### src/rtl/adll_pkg.sv
// ----------------------------------------------------------------------------
// adll_pkg
// Shared codes and field widths for the array doubly linked list unit.
// ----------------------------------------------------------------------------
package adll_pkg;

  localparam int KIND_W   = 3;
  localparam int STATUS_W = 2;
  localparam int DATA_W   = 32;

  typedef enum logic [KIND_W-1:0] {
    KIND_HEAD_INS  = 3'd0,
    KIND_TAIL_INS  = 3'd1,
    KIND_LEFT_INS  = 3'd2,
    KIND_RIGHT_INS = 3'd3,
    KIND_DELETE    = 3'd4,
    KIND_WALK_START = 3'd5,
    KIND_WALK_NEXT = 3'd6
  } kind_t;

  typedef enum logic [STATUS_W-1:0] {
    ST_OK         = 2'd0,
    ST_FULL       = 2'd1,
    ST_BAD_HANDLE = 2'd2,
    ST_END        = 2'd3
  } status_t;

endpackage

### src/rtl/adll_ctrl.sv
// ----------------------------------------------------------------------------
// adll_ctrl
// Request sequencer: checks handles, walks the cursor and drives the
// read-modify-write traffic to the left-link and node memories.
// ----------------------------------------------------------------------------
module adll_ctrl #(
  parameter int CAPACITY = 1024
) (
  input  logic                                 clk,
  input  logic                                 rst,
  input  logic                                 in_valid,
  output logic                                 in_stall,
  input  logic [adll_pkg::KIND_W-1:0]          kind,
  input  logic [$clog2(CAPACITY+1)-1:0]        node_handle,
  input  logic signed [adll_pkg::DATA_W-1:0]   new_value,
  output logic                                 out_valid,
  input  logic                                 out_stall,
  output logic [adll_pkg::STATUS_W-1:0]        status,
  output logic [$clog2(CAPACITY+1)-1:0]        assigned_handle,
  output logic signed [adll_pkg::DATA_W-1:0]   read_value,
  output logic                                 is_last,
  output logic                                 p_we,
  output logic [$clog2(CAPACITY+2)-1:0]        p_waddr,
  output logic [$clog2(CAPACITY+2)-1:0]        p_wdata,
  output logic [$clog2(CAPACITY+2)-1:0]        p_raddr,
  input  logic [$clog2(CAPACITY+2)-1:0]        p_rdata,
  output logic                                 n_we,
  output logic [$clog2(CAPACITY+2)+adll_pkg::DATA_W:0] n_wmask,
  output logic [$clog2(CAPACITY+2)-1:0]        n_waddr,
  output logic [$clog2(CAPACITY+2)+adll_pkg::DATA_W:0] n_wdata,
  output logic [$clog2(CAPACITY+2)-1:0]        n_raddr,
  input  logic [$clog2(CAPACITY+2)+adll_pkg::DATA_W:0] n_rdata
);

  localparam int SLOTS = CAPACITY + 2;
  localparam int SW    = $clog2(SLOTS);
  localparam int HW    = $clog2(CAPACITY + 1);
  localparam int FW    = $clog2(SLOTS + 1);
  localparam int CW    = HW + 1;
  localparam int DW    = adll_pkg::DATA_W;
  localparam int NW    = SW + DW + 1;

  localparam logic [SW-1:0] HEAD_SLOT = '0;
  localparam logic [SW-1:0] TAIL_SLOT = SW'(1);
  localparam logic [FW-1:0] FULL_MARK = FW'(SLOTS);

  localparam logic [NW-1:0] MASK_ALL   = '1;
  localparam logic [NW-1:0] MASK_RIGHT = {1'b0, {SW{1'b1}}, {DW{1'b0}}};
  localparam logic [NW-1:0] MASK_LIVE  = {1'b1, {(NW-1){1'b0}}};

  typedef enum logic [3:0] {
    S_IDLE,
    S_CHECK,
    S_W1,
    S_W2,
    S_D1,
    S_D2,
    S_STEP,
    S_WREAD,
    S_DONE
  } state_t;

  state_t                  state;
  logic [adll_pkg::KIND_W-1:0] kind_q;
  logic [SW-1:0]           slot_q;
  logic [DW-1:0]           value_q;
  logic [SW-1:0]           after_q;
  logic [SW-1:0]           nxt_q;
  logic [SW-1:0]           cursor;
  logic [SW-1:0]           head_right;
  logic [SW-1:0]           tail_left;
  logic [FW-1:0]           next_free;
  logic [adll_pkg::STATUS_W-1:0] res_status;
  logic [HW-1:0]           res_handle;
  logic [DW-1:0]           res_value;
  logic                    res_last;

  logic                    accept;
  logic                    full;
  logic [SW-1:0]           new_slot;
  logic [SW-1:0]           hslot;
  logic [CW-1:0]           hsum;
  logic                    handle_pre_ok;
  logic                    n_live;
  logic [SW-1:0]           n_right;
  logic [DW-1:0]           n_value;
  logic [SW-1:0]           rd_addr;

  assign in_stall      = (state != S_IDLE);
  assign accept        = in_valid && !in_stall;
  assign full          = (next_free == FULL_MARK);
  assign new_slot      = next_free[SW-1:0];
  assign hslot         = SW'(node_handle) + SW'(1);
  assign hsum          = CW'(node_handle) + CW'(1);
  assign handle_pre_ok = (node_handle != '0) && (hsum < CW'(next_free));
  assign n_live        = n_rdata[NW-1];
  assign n_right       = n_rdata[NW-2 -: SW];
  assign n_value       = n_rdata[DW-1:0];
  assign p_raddr       = rd_addr;
  assign n_raddr       = rd_addr;

  always_comb begin
    rd_addr = cursor;
    unique case (state)
      S_IDLE: begin
        if (kind == adll_pkg::KIND_WALK_START) begin
          rd_addr = head_right;
        end else if (kind == adll_pkg::KIND_WALK_NEXT) begin
          rd_addr = (cursor == HEAD_SLOT) ? head_right : cursor;
        end else begin
          rd_addr = hslot;
        end
      end
      S_STEP:  rd_addr = n_right;
      default: rd_addr = cursor;
    endcase
  end

  always_comb begin
    p_we    = 1'b0;
    p_waddr = nxt_q;
    p_wdata = new_slot;
    n_we    = 1'b0;
    n_wmask = MASK_RIGHT;
    n_waddr = after_q;
    n_wdata = {1'b0, new_slot, {DW{1'b0}}};
    unique case (state)
      S_W1: begin
        p_we    = 1'b1;
        p_waddr = new_slot;
        p_wdata = after_q;
        n_we    = 1'b1;
        n_wmask = MASK_ALL;
        n_waddr = new_slot;
        n_wdata = {1'b1, nxt_q, value_q};
      end
      S_W2: begin
        p_we = (nxt_q != TAIL_SLOT);
        n_we = (after_q != HEAD_SLOT);
      end
      S_D1: begin
        p_we    = (nxt_q != TAIL_SLOT);
        p_wdata = after_q;
        n_we    = (after_q != HEAD_SLOT);
        n_wdata = {1'b0, nxt_q, {DW{1'b0}}};
      end
      S_D2: begin
        n_we    = 1'b1;
        n_wmask = MASK_LIVE;
        n_waddr = slot_q;
        n_wdata = '0;
      end
      default: begin
      end
    endcase
  end

  always_ff @(posedge clk) begin
    if (rst) begin
      state      <= S_IDLE;
      cursor     <= TAIL_SLOT;
      head_right <= TAIL_SLOT;
      tail_left  <= HEAD_SLOT;
      next_free  <= FW'(2);
      out_valid  <= 1'b0;
    end else begin
      if (out_valid && !out_stall && state != S_DONE) begin
        out_valid <= 1'b0;
      end
      unique case (state)
        S_IDLE: begin
          if (accept) begin
            kind_q     <= kind;
            slot_q     <= hslot;
            value_q    <= new_value;
            res_handle <= '0;
            res_value  <= '0;
            res_last   <= 1'b0;
            unique case (kind)
              adll_pkg::KIND_HEAD_INS, adll_pkg::KIND_TAIL_INS: begin
                after_q <= (kind == adll_pkg::KIND_HEAD_INS) ? HEAD_SLOT : tail_left;
                nxt_q   <= (kind == adll_pkg::KIND_HEAD_INS) ? head_right : TAIL_SLOT;
                if (full) begin
                  res_status <= adll_pkg::ST_FULL;
                  state      <= S_DONE;
                end else begin
                  res_status <= adll_pkg::ST_OK;
                  state      <= S_W1;
                end
              end
              adll_pkg::KIND_LEFT_INS, adll_pkg::KIND_RIGHT_INS,
              adll_pkg::KIND_DELETE: begin
                if (handle_pre_ok) begin
                  res_status <= adll_pkg::ST_OK;
                  state      <= S_CHECK;
                end else begin
                  res_status <= adll_pkg::ST_BAD_HANDLE;
                  state      <= S_DONE;
                end
              end
              adll_pkg::KIND_WALK_START: begin
                if (head_right == TAIL_SLOT) begin
                  cursor     <= TAIL_SLOT;
                  res_status <= adll_pkg::ST_END;
                  state      <= S_DONE;
                end else begin
                  cursor     <= head_right;
                  res_status <= adll_pkg::ST_OK;
                  state      <= S_WREAD;
                end
              end
              adll_pkg::KIND_WALK_NEXT: begin
                if (cursor == TAIL_SLOT) begin
                  res_status <= adll_pkg::ST_END;
                  state      <= S_DONE;
                end else if (cursor == HEAD_SLOT) begin
                  if (head_right == TAIL_SLOT) begin
                    cursor     <= TAIL_SLOT;
                    res_status <= adll_pkg::ST_END;
                    state      <= S_DONE;
                  end else begin
                    cursor     <= head_right;
                    res_status <= adll_pkg::ST_OK;
                    state      <= S_WREAD;
                  end
                end else begin
                  res_status <= adll_pkg::ST_OK;
                  state      <= S_STEP;
                end
              end
              default: begin
                res_status <= adll_pkg::ST_OK;
                state      <= S_DONE;
              end
            endcase
          end
        end
        S_CHECK: begin
          if (!n_live) begin
            res_status <= adll_pkg::ST_BAD_HANDLE;
            state      <= S_DONE;
          end else if (kind_q == adll_pkg::KIND_DELETE) begin
            after_q <= p_rdata;
            nxt_q   <= n_right;
            state   <= S_D1;
          end else begin
            after_q <= (kind_q == adll_pkg::KIND_LEFT_INS) ? p_rdata : slot_q;
            nxt_q   <= (kind_q == adll_pkg::KIND_LEFT_INS) ? slot_q : n_right;
            if (full) begin
              res_status <= adll_pkg::ST_FULL;
              state      <= S_DONE;
            end else begin
              state <= S_W1;
            end
          end
        end
        S_W1: state <= S_W2;
        S_W2: begin
          if (nxt_q == TAIL_SLOT) begin
            tail_left <= new_slot;
          end
          if (after_q == HEAD_SLOT) begin
            head_right <= new_slot;
          end
          res_handle <= HW'(new_slot - SW'(1));
          next_free  <= next_free + FW'(1);
          state      <= S_DONE;
        end
        S_D1: begin
          if (nxt_q == TAIL_SLOT) begin
            tail_left <= after_q;
          end
          if (after_q == HEAD_SLOT) begin
            head_right <= nxt_q;
          end
          if (cursor == slot_q) begin
            cursor <= after_q;
          end
          state <= S_D2;
        end
        S_D2: state <= S_DONE;
        S_STEP: begin
          if (n_right == TAIL_SLOT) begin
            cursor     <= TAIL_SLOT;
            res_status <= adll_pkg::ST_END;
            state      <= S_DONE;
          end else begin
            cursor <= n_right;
            state  <= S_WREAD;
          end
        end
        S_WREAD: begin
          res_value <= n_value;
          res_last  <= (n_right == TAIL_SLOT);
          state     <= S_DONE;
        end
        S_DONE: begin
          if (!out_valid || !out_stall) begin
            out_valid       <= 1'b1;
            status          <= res_status;
            assigned_handle <= res_handle;
            read_value      <= res_value;
            is_last         <= res_last;
            state           <= S_IDLE;
          end
        end
        default: state <= S_IDLE;
      endcase
    end
  end

endmodule

### config.mk
export PLATFORM = sky130hd
export DESIGN_NAME = adll_ctrl
export DESIGN_NICKNAME = d
export VERILOG_FILES = /design/src/rtl/adll_pkg.sv /design/src/rtl/adll_ctrl.sv
export SDC_FILE = /design/constraint.sdc
export NUM_CORES = 1
export LEC_CHECK = 0
export BUFFER_PORTS_ARGS = -buffer_cell sky130_fd_sc_hd__buf_2
export CAP_MARGIN = 20
export CORE_AREA = 2 2 177 179
export DETAILED_ROUTE_END_ITERATION = 6
export DIE_AREA = 0 0 179 181
export PLACE_DENSITY_LB_ADDON = 0.1
export SETUP_SLACK_MARGIN = 0.4
export SYNTH_ARGS = -nofsm -noshare
export SYNTH_HDL_FRONTEND = slang
export SYNTH_SLANG_ARGS = --single-unit
export TNS_END_PERCENT = 50
### constraint.sdc
create_clock -name clk -period 6.6 [get_ports clk]
set_clock_uncertainty 0.1 [all_clocks]
set_input_delay 0.66 -clock clk [delete_from_list [all_inputs] [get_ports clk]]
set_output_delay 0.66 -clock clk [all_outputs]
set_load 0.02 [all_outputs]
==> results.rst <==
.. list-table::
   :header-rows: 1

   * - Metric
     - Value
   * - Input/output buffers
     - approximately 300
   * - # placed instances
     - between 1.5k and 2k
   * - Final instance area
     - about 0.013 mm2
   * - Syn Nets
     - roughly 1.1k
   * - Placed standard-cell area
     - 0.0121 mm2
   * - End of the worst register-to-register path
     - cursor[10]
   * - Pin count of the biggest net entering global routing
     - 50
   * - Post-synthesis async set-or-reset flop share
     - 0
   * - TritonCTS clock tree
     - yes
   * - Worst max-slew margin expressed relative to the limit
     - 0.298
   * - Max Clk Rate
     - roughly 220 MHz
   * - Site Rows
     - between 60 and 70
   * - Ant diodes
     - 0
   * - First-pass GRT wire length
     - 51400 um
   * - Final WL
     - 34900 um
   * - Family with the most delay on the worst path
     - simple AND/OR/NAND/NOR gates
   * - Run status
     - complete, no violations
   * - Post-Synthesis Cell Area
     - between 0.01 and 0.015 mm2
   * - Number of buffers created by CTS
     - 25
   * - Setup-failing EPs final
     - 0
   * - Crit path to
     - n_wdata[41]
   * - Count of pins over their slew limit
     - 0
   * - Placeable core region
     - roughly 0.030 mm2
   * - Arrival time reported for the critical path endpoint
     - roughly 3800 ps
   * - Maximum resistive drop on vdd
     - between 0.15 and 0.2 mV
   * - Bufs on Longest Clock Path
     - 3
   * - Post-layout worst setup margin
     - 2080 ps
   * - Clock transition at path regs
     - ~60 ps
   * - Reg2reg start
     - state[1]
   * - Number of antenna violations at the first check in global routing
     - 0
   * - First-pass iteration count of the detailed router
     - 5
   * - Clock period minus final worst setup slack
     - approximately 4500 ps
   * - I/O pin count
     - 298
   * - Setup repair bufs after CTS
     - 0
   * - Average wire per standard cell
     - approximately 21 um
   * - Antenna viol nets, final
     - 0
   * - Area leader, netlist
     - sky130_fd_sc_hd__edfxtp_1
   * - Count of different cell masters after synthesis
     - 60
   * - Cell count after synthesis
     - about 1.0k
   * - Dominant register cell in the synthesized netlist
     - sky130_fd_sc_hd__edfxtp_1
   * - Fraction of layout cells with a size suffix above 1
     - 0.294
   * - Leakage Power
     - approximately 5.3 nW
   * - Routed vias
     - approximately 8.8k
   * - Residual DRC
     - 0
   * - Total number of yosys warnings
     - 0
   * - Number of enable flip-flop cells after synthesis
     - 160
   * - Required time reported for the critical path endpoint
     - ~6000 ps
   * - Kind of start point of the critical path
     - flop
   * - Clock network latency to the later pin of the worst-skew pair
     - between 500 and 600 ps
   * - Placed wire-length estimate
     - 25600 um
   * - Vias in the first global route
     - ~8.2k
   * - Sequential share of the synthesized area
     - 0.547
   * - Largest fanout of any net on the critical path
     - 35
   * - Hold-fix buffers at CTS
     - 0
   * - Cell count along the critical path
     - 9
   * - Worst-case reg-to-reg path depth
     - 8
   * - Average footprint of a synthesized cell
     - 10.5 um2
   * - Synth area leaders
     - sky130_fd_sc_hd__edfxtp_1, sky130_fd_sc_hd__dfxtp_1, sky130_fd_sc_hd__buf_4, sky130_fd_sc_hd__mux2i_1, sky130_fd_sc_hd__nor2_1
   * - Setup crit end kind
     - output pin
   * - Areal power density over the cells
     - 265 mW/mm2
   * - CP max stage delay
     - 810 ps
   * - Total number of H-tree levels
     - 1
   * - Y dimension of the die
     - approximately 180 um
   * - Critical-path cell with the highest stage delay
     - sky130_fd_sc_hd__nor2_1
   * - Vias/cell
     - roughly 5.3
   * - Total of max-cap violations
     - 0
   * - Count of nets after finishing
     - 1356
   * - Critical Path, Cell by Cell
     - buf_16 -> nor2b_2 -> nand2_1 -> buf_4 -> inv_1 -> or2_2 -> nor2_1 -> a22o_1 -> buf_2
   * - Hold Worst Slack
     - 219 ps
   * - Post-placement worst setup slack
     - ~2300 ps
   * - Number of clock sinks
     - 209
   * - Type of the most critical hold path
     - in2reg
   * - Global route total overflow
     - 0
   * - Portion of synthesized cell area occupied by the leading cell type
     - 0.454
   * - Detailed router's first-iteration violation count
     - 730
   * - Actual slew at the worst max-slew pin
     - about 1100 ps
   * - Weighted congestion at the end of routability-driven global placement
     - between 0.9 and 1
   * - Beginning of the critical path
     - state[1]
   * - Root Buffer
     - sky130_fd_sc_hd__clkbuf_16
   * - Buf+Inv Stages, Crit Path
     - 4
   * - Category of the critical setup timing path
     - reg2out
   * - Post-synthesis sequential element count
     - between 200 and 250
   * - Final setup TNS
     - 0 ps
   * - Flop2flop setup slack
     - between 3000 and 4000 ps
   * - Area added between synthesis and finish
     - 22.8%
   * - DIE WIDTH
     - 179 um
   * - Die area
     - about 0.032 mm2
   * - Global-route usage over all layers
     - 0.210
   * - Cell Count, Final, Fillers Out
     - 1650
   * - Final clock period utilization by the worst path
     - 0.685
   * - Number of hold violations in the final report
     - 0
   * - Number of filler cells placed in the layout
     - just under 3k
   * - Unrepaired setup endpoints after global routing
     - no
   * - Gates resized, CTS repair
     - 0
   * - Starting Density
     - 0.349
==> through the flow <==
stage	power, mW	utilization
finish	3.44	0.428
global route	3.57	0.428
CTS	3.46	0.425
detailed placement	2.06	0.398
global placement	2.06	0.398
floorplan	1.88	-
==> synth_stat cells (13+ instances only) <==
library cell	count
sky130_fd_sc_hd__nand2_1	85
sky130_fd_sc_hd__ha_1	15
sky130_fd_sc_hd__mux2i_1	36
sky130_fd_sc_hd__nand3_1	37
sky130_fd_sc_hd__and2_1	34
sky130_fd_sc_hd__a211oi_1	24
sky130_fd_sc_hd__a22oi_1	23
sky130_fd_sc_hd__dfxtp_1	49
sky130_fd_sc_hd__nor4_1	14
sky130_fd_sc_hd__clkbuf_1	57
sky130_fd_sc_hd__buf_4	52
sky130_fd_sc_hd__o21ai_0	63
sky130_fd_sc_hd__edfxtp_1	160
sky130_fd_sc_hd__a22o_1	13
sky130_fd_sc_hd__nor2_1	95
sky130_fd_sc_hd__a21oi_1	47
sky130_fd_sc_hd__xnor2_1	31
sky130_fd_sc_hd__inv_1	18
sky130_fd_sc_hd__and3_1	37
==> placed cells by master, fill, tap and decap left out, types with 13 or more instances in the layout <==
| cell | count |
|---|---|
| sky130_fd_sc_hd__buf_2 | 298 |
| sky130_fd_sc_hd__nor4_1 | 13 |
| sky130_fd_sc_hd__a211oi_1 | 24 |
| sky130_fd_sc_hd__and2_1 | 34 |
| sky130_fd_sc_hd__clkbuf_16 | 25 |
| sky130_fd_sc_hd__buf_4 | 13 |
| sky130_fd_sc_hd__dfxtp_1 | 49 |
| sky130_fd_sc_hd__nor2_1 | 93 |
| sky130_fd_sc_hd__nand3_1 | 37 |
| sky130_fd_sc_hd__ha_1 | 15 |
| sky130_fd_sc_hd__xnor2_1 | 31 |
| sky130_fd_sc_hd__a21oi_1 | 46 |
| sky130_fd_sc_hd__mux2i_1 | 36 |
| sky130_fd_sc_hd__a22o_1 | 13 |
| sky130_fd_sc_hd__nand2_1 | 85 |
| sky130_fd_sc_hd__and3_1 | 37 |
| sky130_fd_sc_hd__a22oi_1 | 23 |
| sky130_fd_sc_hd__inv_1 | 18 |
| sky130_fd_sc_hd__o21ai_0 | 63 |
| sky130_fd_sc_hd__edfxtp_1 | 160 |
==> cell families (layout without fill, tap and decap cells) <==
logic type | Yosys count | count (layout) | synth area share
compound gates | 215 | 215 | 0.134
fa+ha+maj | 15 | 15 | 0.0177
mux | 36 | 36 | 0.0341
xor+xnor | 35 | 35 | 0.0290
simple gates | 360 | 360 | 0.171
buf+inv | 140 | 384 | 0.0683
flops | 209 | 209 | 0.547
==> how the worst min path moves through the flow <==
stage	end	depth (start not counted)	slack (ps)	from
after floorplan	assigned_handle[0]	0	300	res_handle[0]
after global placement	read_value[14]	0	300	res_value[14]
after detailed placement	assigned_handle[1]	0	300	res_handle[1]
after CTS	value_q[15]	1	190	new_value[15]
after global routing	value_q[15]	1	190	new_value[15]
final	value_q[8]	1	220	new_value[8]
==> final cells by class <==
class / instances / area (um2) / share of cell area
Sequential cell: 209 / 5790 / 0.445
Clock inverter: 10 / 150 / 0.0116
Clock buffer: 35 / 673 / 0.0518
Timing Repair Buffer: 316 / 1680 / 0.129
Tap cell: 396 / 495 / 0.0381
Multi-Input combinational cell: 661 / 4120 / 0.317
Inverter: 23 / 86.3 / 0.00665
==> registers in the layout (all words and copies together), names as in the netlist, 2 cells and up <==
| register | count |
|---|---|
| after_q | 11 |
| assigned_handle | 11 |
| cursor | 11 |
| head_right | 11 |
| kind_q | 3 |
| new_slot | 11 |
| nxt_q | 11 |
| read_value | 32 |
| res_handle | 11 |
| res_status | 2 |
| res_value | 32 |
| slot_q | 11 |
| state | 4 |
| status | 2 |
| tail_left | 11 |
| value_q | 32 |
==> report_power, final <==
part           internal, mW  leakage, nW  switching (mW)  total (mW)
logic                 0.162         3.02           0.340       0.501
registers              1.49         1.89          0.0504        1.54
clock network         0.864        0.399           0.535        1.40
==> layer usage <==
| metal | vias up | global-route usage | part of all wire |
|---|---|---|---|
| li1 | 4103 | - | - |
| met1 | 4227 | 0.293 | 0.44 |
| met2 | 366 | 0.338 | 0.47 |
| met3 | 54 | 0.0339 | 0.077 |
| met4 | 0 | 0.0527 | 0.020 |
| met5 | - | 0 | 0 |
(Power assumes the default switching activity.)
